--- config.mk ---
export PLATFORM = sky130hd
export DESIGN_NAME = stereo_timestamp_pair_sync
export DESIGN_NICKNAME = d
export VERILOG_FILES = /design/src/rtl/stps_pkg.sv /design/src/rtl/stps_ram.sv /design/src/rtl/stps_alu.sv /design/src/rtl/stereo_timestamp_pair_sync.sv
export SDC_FILE = /design/constraint.sdc
export NUM_CORES = 2
export LEC_CHECK = 0
export BUFFER_PORTS_ARGS = -buffer_cell sky130_fd_sc_hd__buf_4
export CAP_MARGIN = 10
export CORE_MARGIN = 2
export CORE_UTILIZATION = 50
export DETAILED_ROUTE_END_ITERATION = 6
export PLACE_DENSITY_LB_ADDON = 0.1
export SLEW_MARGIN = 40
export SYNTH_ARGS = -nofsm -noshare
export SYNTH_HDL_FRONTEND = slang
export SYNTH_SLANG_ARGS = --single-unit
--- constraint.sdc ---
create_clock -name clk -period 17.85 [get_ports clk]
set_input_delay 2.6775 -clock clk [delete_from_list [all_inputs] [get_ports clk]]
set_output_delay 2.6775 -clock clk [all_outputs]
set_load 0.01 [all_outputs]
--- src/rtl/stps_pkg.sv ---
// ----------------------------------------------------------------------------
// stps_pkg
// Shared types, constants and index helpers for the stereo frame-tag pair
// synchronizer.
// ----------------------------------------------------------------------------
package stps_pkg;

  localparam int FIFO_DEPTH = 8;
  localparam int IDX_W      = (FIFO_DEPTH > 1) ? $clog2(FIFO_DEPTH) : 1;
  localparam int CNT_W      = $clog2(FIFO_DEPTH + 1);
  localparam int SUM_W      = CNT_W + 1;

  localparam int STAMP_W = 64;
  localparam int SEQ_W   = 32;
  localparam int SLOP_W  = 32;

  localparam logic [SLOP_W-1:0] SLOP_RESET = 32'd33222591;

  typedef logic [IDX_W-1:0] idx_t;
  typedef logic [CNT_W-1:0] cnt_t;

  typedef struct packed {
    logic               side;
    logic [STAMP_W-1:0] stamp_ns;
    logic [SEQ_W-1:0]   frame_seq;
  } in_beat_t;

  typedef struct packed {
    logic [SEQ_W-1:0]   left_seq;
    logic [SEQ_W-1:0]   right_seq;
    logic [STAMP_W-1:0] pair_stamp_ns;
  } out_beat_t;

  typedef struct packed {
    logic [STAMP_W-1:0] stamp;
    logic [SEQ_W-1:0]   seq;
  } fifo_entry_t;

  localparam int ENTRY_W = $bits(fifo_entry_t);

  localparam logic SIDE_LEFT  = 1'b0;
  localparam logic SIDE_RIGHT = 1'b1;

  typedef enum logic [1:0] {
    ALU_ORDER,
    ALU_DIFF,
    ALU_SLOP
  } alu_op_t;

  typedef struct packed {
    logic [STAMP_W-1:0] diff;
    logic               borrow;
  } alu_res_t;

  typedef enum logic [2:0] {
    ST_IDLE,
    ST_CHECK,
    ST_ORDER,
    ST_DIFF,
    ST_SLOP
  } sync_state_t;

  function automatic idx_t next_idx(input idx_t idx);
    idx_t res;
    if (idx == IDX_W'(FIFO_DEPTH - 1)) begin
      res = '0;
    end else begin
      res = idx + idx_t'(1);
    end
    return res;
  endfunction

  // Head plus count stays below twice the depth, so one subtract wraps it.
  function automatic idx_t slot_idx(input idx_t head, input cnt_t count);
    logic [SUM_W-1:0] sum;
    sum = SUM_W'(head) + SUM_W'(count);
    if (sum >= SUM_W'(FIFO_DEPTH)) begin
      sum = sum - SUM_W'(FIFO_DEPTH);
    end
    return IDX_W'(sum);
  endfunction

endpackage

--- src/rtl/stps_ram.sv ---
// ----------------------------------------------------------------------------
// stps_ram
// Generic single-write, single-read RAM with a registered read port.
// ----------------------------------------------------------------------------
module stps_ram #(
  parameter int WIDTH = 8,
  parameter int DEPTH = 8
) (
  input  logic                                      clk,
  input  logic                                      we,
  input  logic [((DEPTH > 1) ? $clog2(DEPTH) : 1)-1:0] waddr,
  input  logic [WIDTH-1:0]                          wdata,
  input  logic                                      re,
  input  logic [((DEPTH > 1) ? $clog2(DEPTH) : 1)-1:0] raddr,
  output logic [WIDTH-1:0]                          rdata
);

  logic [WIDTH-1:0] mem [DEPTH];
  logic [WIDTH-1:0] rdata_r;

  always_ff @(posedge clk) begin
    if (we) begin
      mem[waddr] <= wdata;
    end
    if (re) begin
      rdata_r <= mem[raddr];
    end
  end

  assign rdata = rdata_r;

endmodule

--- src/rtl/stps_alu.sv ---
// ----------------------------------------------------------------------------
// stps_alu
// Shared 64-bit subtractor with borrow, used for the stamp order, the
// absolute stamp difference and the slop compare in turn.
// ----------------------------------------------------------------------------
module stps_alu (
  input  stps_pkg::alu_op_t                 op,
  input  logic [stps_pkg::STAMP_W-1:0]      left_stamp,
  input  logic [stps_pkg::STAMP_W-1:0]      right_stamp,
  input  logic [stps_pkg::STAMP_W-1:0]      diff_in,
  input  logic [stps_pkg::SLOP_W-1:0]       slop,
  input  logic                              left_older,
  output stps_pkg::alu_res_t                res
);

  logic [stps_pkg::STAMP_W-1:0] opa;
  logic [stps_pkg::STAMP_W-1:0] opb;
  logic [stps_pkg::STAMP_W:0]   sub;

  always_comb begin
    case (op)
      stps_pkg::ALU_ORDER: begin
        opa = left_stamp;
        opb = right_stamp;
      end
      stps_pkg::ALU_DIFF: begin
        opa = left_older ? right_stamp : left_stamp;
        opb = left_older ? left_stamp : right_stamp;
      end
      stps_pkg::ALU_SLOP: begin
        opa = diff_in;
        opb = stps_pkg::STAMP_W'(slop);
      end
      default: begin
        opa = '0;
        opb = '0;
      end
    endcase
    sub        = {1'b0, opa} - {1'b0, opb};
    res.diff   = sub[stps_pkg::STAMP_W-1:0];
    res.borrow = sub[stps_pkg::STAMP_W];
  end

endmodule

--- src/rtl/stereo_timestamp_pair_sync.sv ---
// ----------------------------------------------------------------------------
// stereo_timestamp_pair_sync
// Pairs left and right camera frame tags whose timestamps lie within the
// slop window, using two ring FIFOs and a shared subtract unit.
//
//   channel  ports                        direction  handshake
//   input    start, busy, in_data         in         start & !busy
//   result   out_strobe, out_data         out        out_strobe, one cycle
//   config   cfg_we, cfg_wdata            in         cfg_we
//
// An input beat is taken from idle; then each head compare round steps
// through RAM read, order, difference and slop compare on the shared
// subtractor. There are 0 to FIFO_DEPTH compare rounds; busy stays high
// until the last round pairs or a final check finds one FIFO empty. A
// result appears the cycle after the last round. Reset clears heads and
// counts and loads the slop register with its default window.
// The receiver cannot stall; the FIFO contents need no reset.
// ----------------------------------------------------------------------------
module stereo_timestamp_pair_sync (
  input  logic                              clk,
  input  logic                              rst_n,
  input  logic                              start,
  output logic                              busy,
  input  stps_pkg::in_beat_t                in_data,
  output logic                              out_strobe,
  output stps_pkg::out_beat_t               out_data,
  input  logic                              cfg_we,
  input  logic [stps_pkg::SLOP_W-1:0]       cfg_wdata
);

  stps_pkg::sync_state_t state_r, state_nxt;
  stps_pkg::idx_t        lhead_r, lhead_nxt, rhead_r, rhead_nxt;
  stps_pkg::cnt_t        lcount_r, lcount_nxt, rcount_r, rcount_nxt;
  logic                  lt_r, lt_nxt;
  logic [stps_pkg::STAMP_W-1:0] diff_r, diff_nxt;
  logic [stps_pkg::SLOP_W-1:0]  slop_r;
  logic                  out_strobe_r, out_strobe_nxt;
  stps_pkg::out_beat_t   out_data_r, out_data_nxt;

  logic                  accept;
  logic                  lwe, rwe, rd_en;
  stps_pkg::idx_t        lwaddr, rwaddr;
  stps_pkg::fifo_entry_t wentry, lentry, rentry;
  stps_pkg::alu_op_t     alu_op;
  stps_pkg::alu_res_t    alu_res;

  assign accept = start && (state_r == stps_pkg::ST_IDLE);
  assign wentry = '{stamp: in_data.stamp_ns, seq: in_data.frame_seq};

  stps_ram #(
    .WIDTH(stps_pkg::ENTRY_W),
    .DEPTH(stps_pkg::FIFO_DEPTH)
  ) u_left_ram (
    .clk   (clk),
    .we    (lwe),
    .waddr (lwaddr),
    .wdata (wentry),
    .re    (rd_en),
    .raddr (lhead_r),
    .rdata (lentry)
  );

  stps_ram #(
    .WIDTH(stps_pkg::ENTRY_W),
    .DEPTH(stps_pkg::FIFO_DEPTH)
  ) u_right_ram (
    .clk   (clk),
    .we    (rwe),
    .waddr (rwaddr),
    .wdata (wentry),
    .re    (rd_en),
    .raddr (rhead_r),
    .rdata (rentry)
  );

  stps_alu u_alu (
    .op          (alu_op),
    .left_stamp  (lentry.stamp),
    .right_stamp (rentry.stamp),
    .diff_in     (diff_r),
    .slop        (slop_r),
    .left_older  (lt_r),
    .res         (alu_res)
  );

  always_ff @(posedge clk) begin
    if (!rst_n) begin
      state_r      <= stps_pkg::ST_IDLE;
      lhead_r      <= '0;
      rhead_r      <= '0;
      lcount_r     <= '0;
      rcount_r     <= '0;
      slop_r       <= stps_pkg::SLOP_RESET;
      out_strobe_r <= 1'b0;
    end else begin
      state_r      <= state_nxt;
      lhead_r      <= lhead_nxt;
      rhead_r      <= rhead_nxt;
      lcount_r     <= lcount_nxt;
      rcount_r     <= rcount_nxt;
      out_strobe_r <= out_strobe_nxt;
      if (cfg_we) begin
        slop_r <= cfg_wdata;
      end
    end
  end

  always_ff @(posedge clk) begin
    lt_r       <= lt_nxt;
    diff_r     <= diff_nxt;
    out_data_r <= out_data_nxt;
  end

  always_comb begin
    state_nxt      = state_r;
    lhead_nxt      = lhead_r;
    rhead_nxt      = rhead_r;
    lcount_nxt     = lcount_r;
    rcount_nxt     = rcount_r;
    lt_nxt         = lt_r;
    diff_nxt       = diff_r;
    out_strobe_nxt = 1'b0;
    out_data_nxt   = out_data_r;
    lwe            = 1'b0;
    rwe            = 1'b0;
    lwaddr         = stps_pkg::slot_idx(lhead_r, lcount_r);
    rwaddr         = stps_pkg::slot_idx(rhead_r, rcount_r);
    rd_en          = 1'b0;
    alu_op         = stps_pkg::ALU_ORDER;

    case (state_r)
      stps_pkg::ST_IDLE: begin
        if (accept) begin
          state_nxt = stps_pkg::ST_CHECK;
          // A push into a full FIFO overwrites the oldest entry.
          if (in_data.side == stps_pkg::SIDE_LEFT) begin
            lwe = 1'b1;
            if (lcount_r == stps_pkg::cnt_t'(stps_pkg::FIFO_DEPTH)) begin
              lwaddr    = lhead_r;
              lhead_nxt = stps_pkg::next_idx(lhead_r);
            end else begin
              lcount_nxt = lcount_r + stps_pkg::cnt_t'(1);
            end
          end else begin
            rwe = 1'b1;
            if (rcount_r == stps_pkg::cnt_t'(stps_pkg::FIFO_DEPTH)) begin
              rwaddr    = rhead_r;
              rhead_nxt = stps_pkg::next_idx(rhead_r);
            end else begin
              rcount_nxt = rcount_r + stps_pkg::cnt_t'(1);
            end
          end
        end
      end
      stps_pkg::ST_CHECK: begin
        if ((lcount_r != '0) && (rcount_r != '0)) begin
          rd_en     = 1'b1;
          state_nxt = stps_pkg::ST_ORDER;
        end else begin
          state_nxt = stps_pkg::ST_IDLE;
        end
      end
      stps_pkg::ST_ORDER: begin
        alu_op    = stps_pkg::ALU_ORDER;
        lt_nxt    = alu_res.borrow;
        state_nxt = stps_pkg::ST_DIFF;
      end
      stps_pkg::ST_DIFF: begin
        alu_op    = stps_pkg::ALU_DIFF;
        diff_nxt  = alu_res.diff;
        state_nxt = stps_pkg::ST_SLOP;
      end
      stps_pkg::ST_SLOP: begin
        alu_op = stps_pkg::ALU_SLOP;
        if (alu_res.borrow) begin
          out_strobe_nxt             = 1'b1;
          out_data_nxt.left_seq      = lentry.seq;
          out_data_nxt.right_seq     = rentry.seq;
          out_data_nxt.pair_stamp_ns = lt_r ? lentry.stamp : rentry.stamp;
          lhead_nxt  = stps_pkg::next_idx(lhead_r);
          rhead_nxt  = stps_pkg::next_idx(rhead_r);
          lcount_nxt = lcount_r - stps_pkg::cnt_t'(1);
          rcount_nxt = rcount_r - stps_pkg::cnt_t'(1);
          state_nxt  = stps_pkg::ST_IDLE;
        end else begin
          // On equal stamps the right head goes.
          if (lt_r) begin
            lhead_nxt  = stps_pkg::next_idx(lhead_r);
            lcount_nxt = lcount_r - stps_pkg::cnt_t'(1);
          end else begin
            rhead_nxt  = stps_pkg::next_idx(rhead_r);
            rcount_nxt = rcount_r - stps_pkg::cnt_t'(1);
          end
          state_nxt = stps_pkg::ST_CHECK;
        end
      end
      default: begin
        state_nxt = stps_pkg::ST_IDLE;
      end
    endcase
  end

  assign busy       = (state_r != stps_pkg::ST_IDLE);
  assign out_strobe = out_strobe_r;
  assign out_data   = out_data_r;

  a_strobe_after_slop: assert property (@(posedge clk) disable iff (!rst_n)
    out_strobe_r |-> ($past(state_r) == stps_pkg::ST_SLOP))
    else $error("result strobe without a slop compare");

  a_idle_after_result: assert property (@(posedge clk) disable iff (!rst_n)
    out_strobe_r |-> !busy)
    else $error("block still busy after a result beat");

  a_compare_both_nonempty: assert property (@(posedge clk) disable iff (!rst_n)
    (state_r == stps_pkg::ST_ORDER) |-> ((lcount_r != '0) && (rcount_r != '0)))
    else $error("head compare with an empty FIFO");

  a_idle_one_empty: assert property (@(posedge clk) disable iff (!rst_n)
    (state_r == stps_pkg::ST_IDLE) |-> ((lcount_r == '0) || (rcount_r == '0)))
    else $error("both FIFOs hold entries while idle");

endmodule
==> run summary <==
Status: finished, final reports clean
Total grt overflow: 0
DR vias/cell: 5.994
Worst EP arrival: 7.20 ns
Clock transition at path regs: 0.06 ns
Crit path launch: state_r[2]
Tmin final: 6.797 ns
Leak Pwr: 0.02872 uW
Hold Path Cell Cnt: 0
Seq/Total Area, Yosys: 75.26%
Die Width: 398.9 um
DRT iter0 DRCs: 3592
Worst EP required: 18.25 ns
Vias post-DR: 38.55k
Top Ports: 263
Port Buffers: 262
PwrDens: 105.8 nW/um2
Hold Fails Final Rpt: 0
Post-route setup slack: 11.05 ns
Detail Placement HPWL: 105500 um
Commonest non-fill, non-tap cell in the layout: edfxtp_1
Synthesized area: 77980 um2
CP startpoint kind: register
Clock skew: 0.03561 ns
CTS Buf Count: 197
Post-synthesis register bit count: 1971
EDFF count, synth: 1921
Mean post-synth cell area: 20.13 um2
Final #Nets: 4437
Clk root buf: clkbuf_16
Critical Path End Type: register
Syn Inst Count: 3874
Largest net degree at the start of global routing: 91
RSZ-0062 raised after global routing: false
Area growth, synth to finish: 14.54%
Placer congestion estimate: 0.8932
Primary FF master, synth: edfxtp_1
Drt pass-1 iters: 6
Worst r2r path cells: 17
Final ANT Viol Nets: 0
Final setup viols: 0
Hold path startpoint: u_left_ram.rdata[23]
Clock tree from TritonCTS: built
First-pass GRT wire length: 266400 um
CP max FO: 48
Crit Path Class: register to register
Final period util: 38.08%
Worst-margin pin slew: 1.002 ns
Clk_lat worst skew: 0.81 ns
Wire per inst: 28.53 um
WHS: 0.4040 ns
Flop-to-flop setup slack: 11.05 ns
CTS Sinks: 1971
Number of global-route vias before repair: 38.56k
Die Ht: 398.9 um
Die ar.: 159100 um2
Worst slew margin: 32.66%
Antenna violations before repair: 15
Core Util, Final: 57.85%
Post-CTS setup repair buffer count: 0
Pins over their slew limit: 0
Syn Nets: 4086
Worst hold path class: register to register
Clock buffer depth: 3
Cts repair resizes: 0
Routed WL: 183500 um
H-Tree Depth: 4
Hold buffers post-CTS: 0
Hold Path End: out_data[119]
Gr usage total: 23.12%
Worst reg2reg endpoint: out_data[11]
Pre-CTS setup slack: 10.65 ns
Reg-to-reg startpoint: state_r[2]
Commonest cells after routing, fill and taps aside: edfxtp_1, mux4_2, buf_4
Setup TNS: 0 ns
Core area: 154400 um2
Worst VDD drop: 0.1029 mV
F_max: 147.1 MHz
Rows: 144
Asr flop ratio synth: 0%
Yosys warnings: 0
Distinct cells, synth: 77
DRC: 0
Initial Utilization: 50.50%
Max-cap violations: 0
Ratio of cells with drive above 1 in the final layout: 29.95%
## per-layer routing
| metal | share of wire, % | routed length, um | track usage (%) | vias up |
|---|---|---|---|---|
| li1 | - | - | - | 16660 |
| met1 | 44 | 81110 | 34.13 | 20400 |
| met2 | 47 | 86850 | 36.16 | 1211 |
| met3 | 6.5 | 11860 | 4.237 | 259 |
| met4 | 1.9 | 3529 | 5.350 | 20 |
| met5 | 0.076 | 139 | 0 | - |
## cells in the mapped netlist (12+ instances only)
| master | n | share of area (%) |
|---|---|---|
| edfxtp_1 | 1921 | 74 |
| mux4_2 | 384 | 11 |
| mux2_2 | 257 | 3.7 |
| nand2_1 | 229 | 1.1 |
| clkbuf_1 | 129 | 0.62 |
| a22oi_1 | 127 | 1.2 |
| a21oi_1 | 88 | 0.56 |
| nor2_1 | 76 | 0.37 |
| ha_1 | 74 | 1.2 |
| dfxtp_1 | 50 | 1.3 |
| buf_1 | 49 | 0.24 |
| o21ai_0 | 48 | 0.31 |
| a21o_1 | 43 | 0.41 |
| xnor2_1 | 41 | 0.46 |
| mux2i_1 | 36 | 0.46 |
| a21boi_0 | 34 | 0.33 |
| xor2_1 | 29 | 0.33 |
| inv_1 | 24 | 0.12 |
| nand3_1 | 23 | 0.15 |
| nor3_1 | 17 | 0.11 |
| nand4_1 | 15 | 0.12 |
| buf_2 | 14 | 0.090 |
| nor3b_1 | 12 | 0.12 |
| o21bai_1 | 12 | 0.12 |
## cell type report
type | instances | area [um2]
fill | 11410 | 65090
clock buffer | 248 | 5174
tap | 2044 | 2557
clock inverter | 110 | 1181
timing repair buffer | 345 | 2963
antenna | 3 | 7.507
sequential | 1971 | 58710
inverter | 24 | 92.59
multi-input combinational | 1686 | 18640
## worst max-delay path, cell delays in order, from the launching register on
cell	delay, ns
dfxtp_1	0.36
and3b_4	0.65
buf_4	0.59
and2_4	0.53
nor2_4	0.22
buf_4	0.38
nand2_1	0.14
nand2_1	0.09
fa_1	0.44
a21o_1	0.21
a311o_2	0.43
nand4_2	0.14
nand3_2	0.14
a31oi_2	0.41
nor4_2	0.15
nor2_4	0.14
buf_6	0.47
buf_4	0.76
## worst max-delay path by stage
stage	endpoint	slack (ns)	cells after the start
after floorplan	u_left_ram.rdata[0]	7.10	4
after global placement	out_data[101]	10.59	17
after detailed placement	out_data[16]	10.65	17
after CTS	out_data[11]	10.64	17
after global routing	out_data[11]	10.67	17
final	out_data[11]	11.05	17
## through the flow
| stage | instance area (um2) | instances | power, uW |
|---|---|---|---|
| final | 89320 | 6431 | 9455 |
| after global routing | 89320 | 6430 | 9731 |
| after CTS | 89150 | 6422 | 9535 |
| after detailed placement | 82800 | 6064 | 5473 |
| after global placement | 82480 | 6053 | 5465 |
| after floorplan | 77980 | 3874 | 5350 |
## registers in the layout (all words and copies together), names as in the netlist, 4 cells and up
name               flops
lcount_r               4
rcount_r               4
u_right_ram.rdata     96
u_left_ram.rdata      96
u_left_ram.mem       768
diff_r                64
slop_r                32
u_right_ram.mem      768
out_data             128
## report_power, final
part           leakage, uW  total (uW)  switching [uW]  internal [uW]
logic              0.00789         232             145           86.7
clock network      0.00309        4080            1730           2350
registers           0.0177        5140            18.8           5120
## logic make-up after synthesis
group / share of synthesized area [%]
XOR/XNOR: 0.7862
buffers and inverters: 1.069
adder cells (fa/ha/maj): 1.316
AO/OA/AOI/OAI: 3.851
multiplexers: 15.26
flip-flops: 75.26
AND/OR/NAND/NOR: 2.460
(Power assumes the default switching activity.)
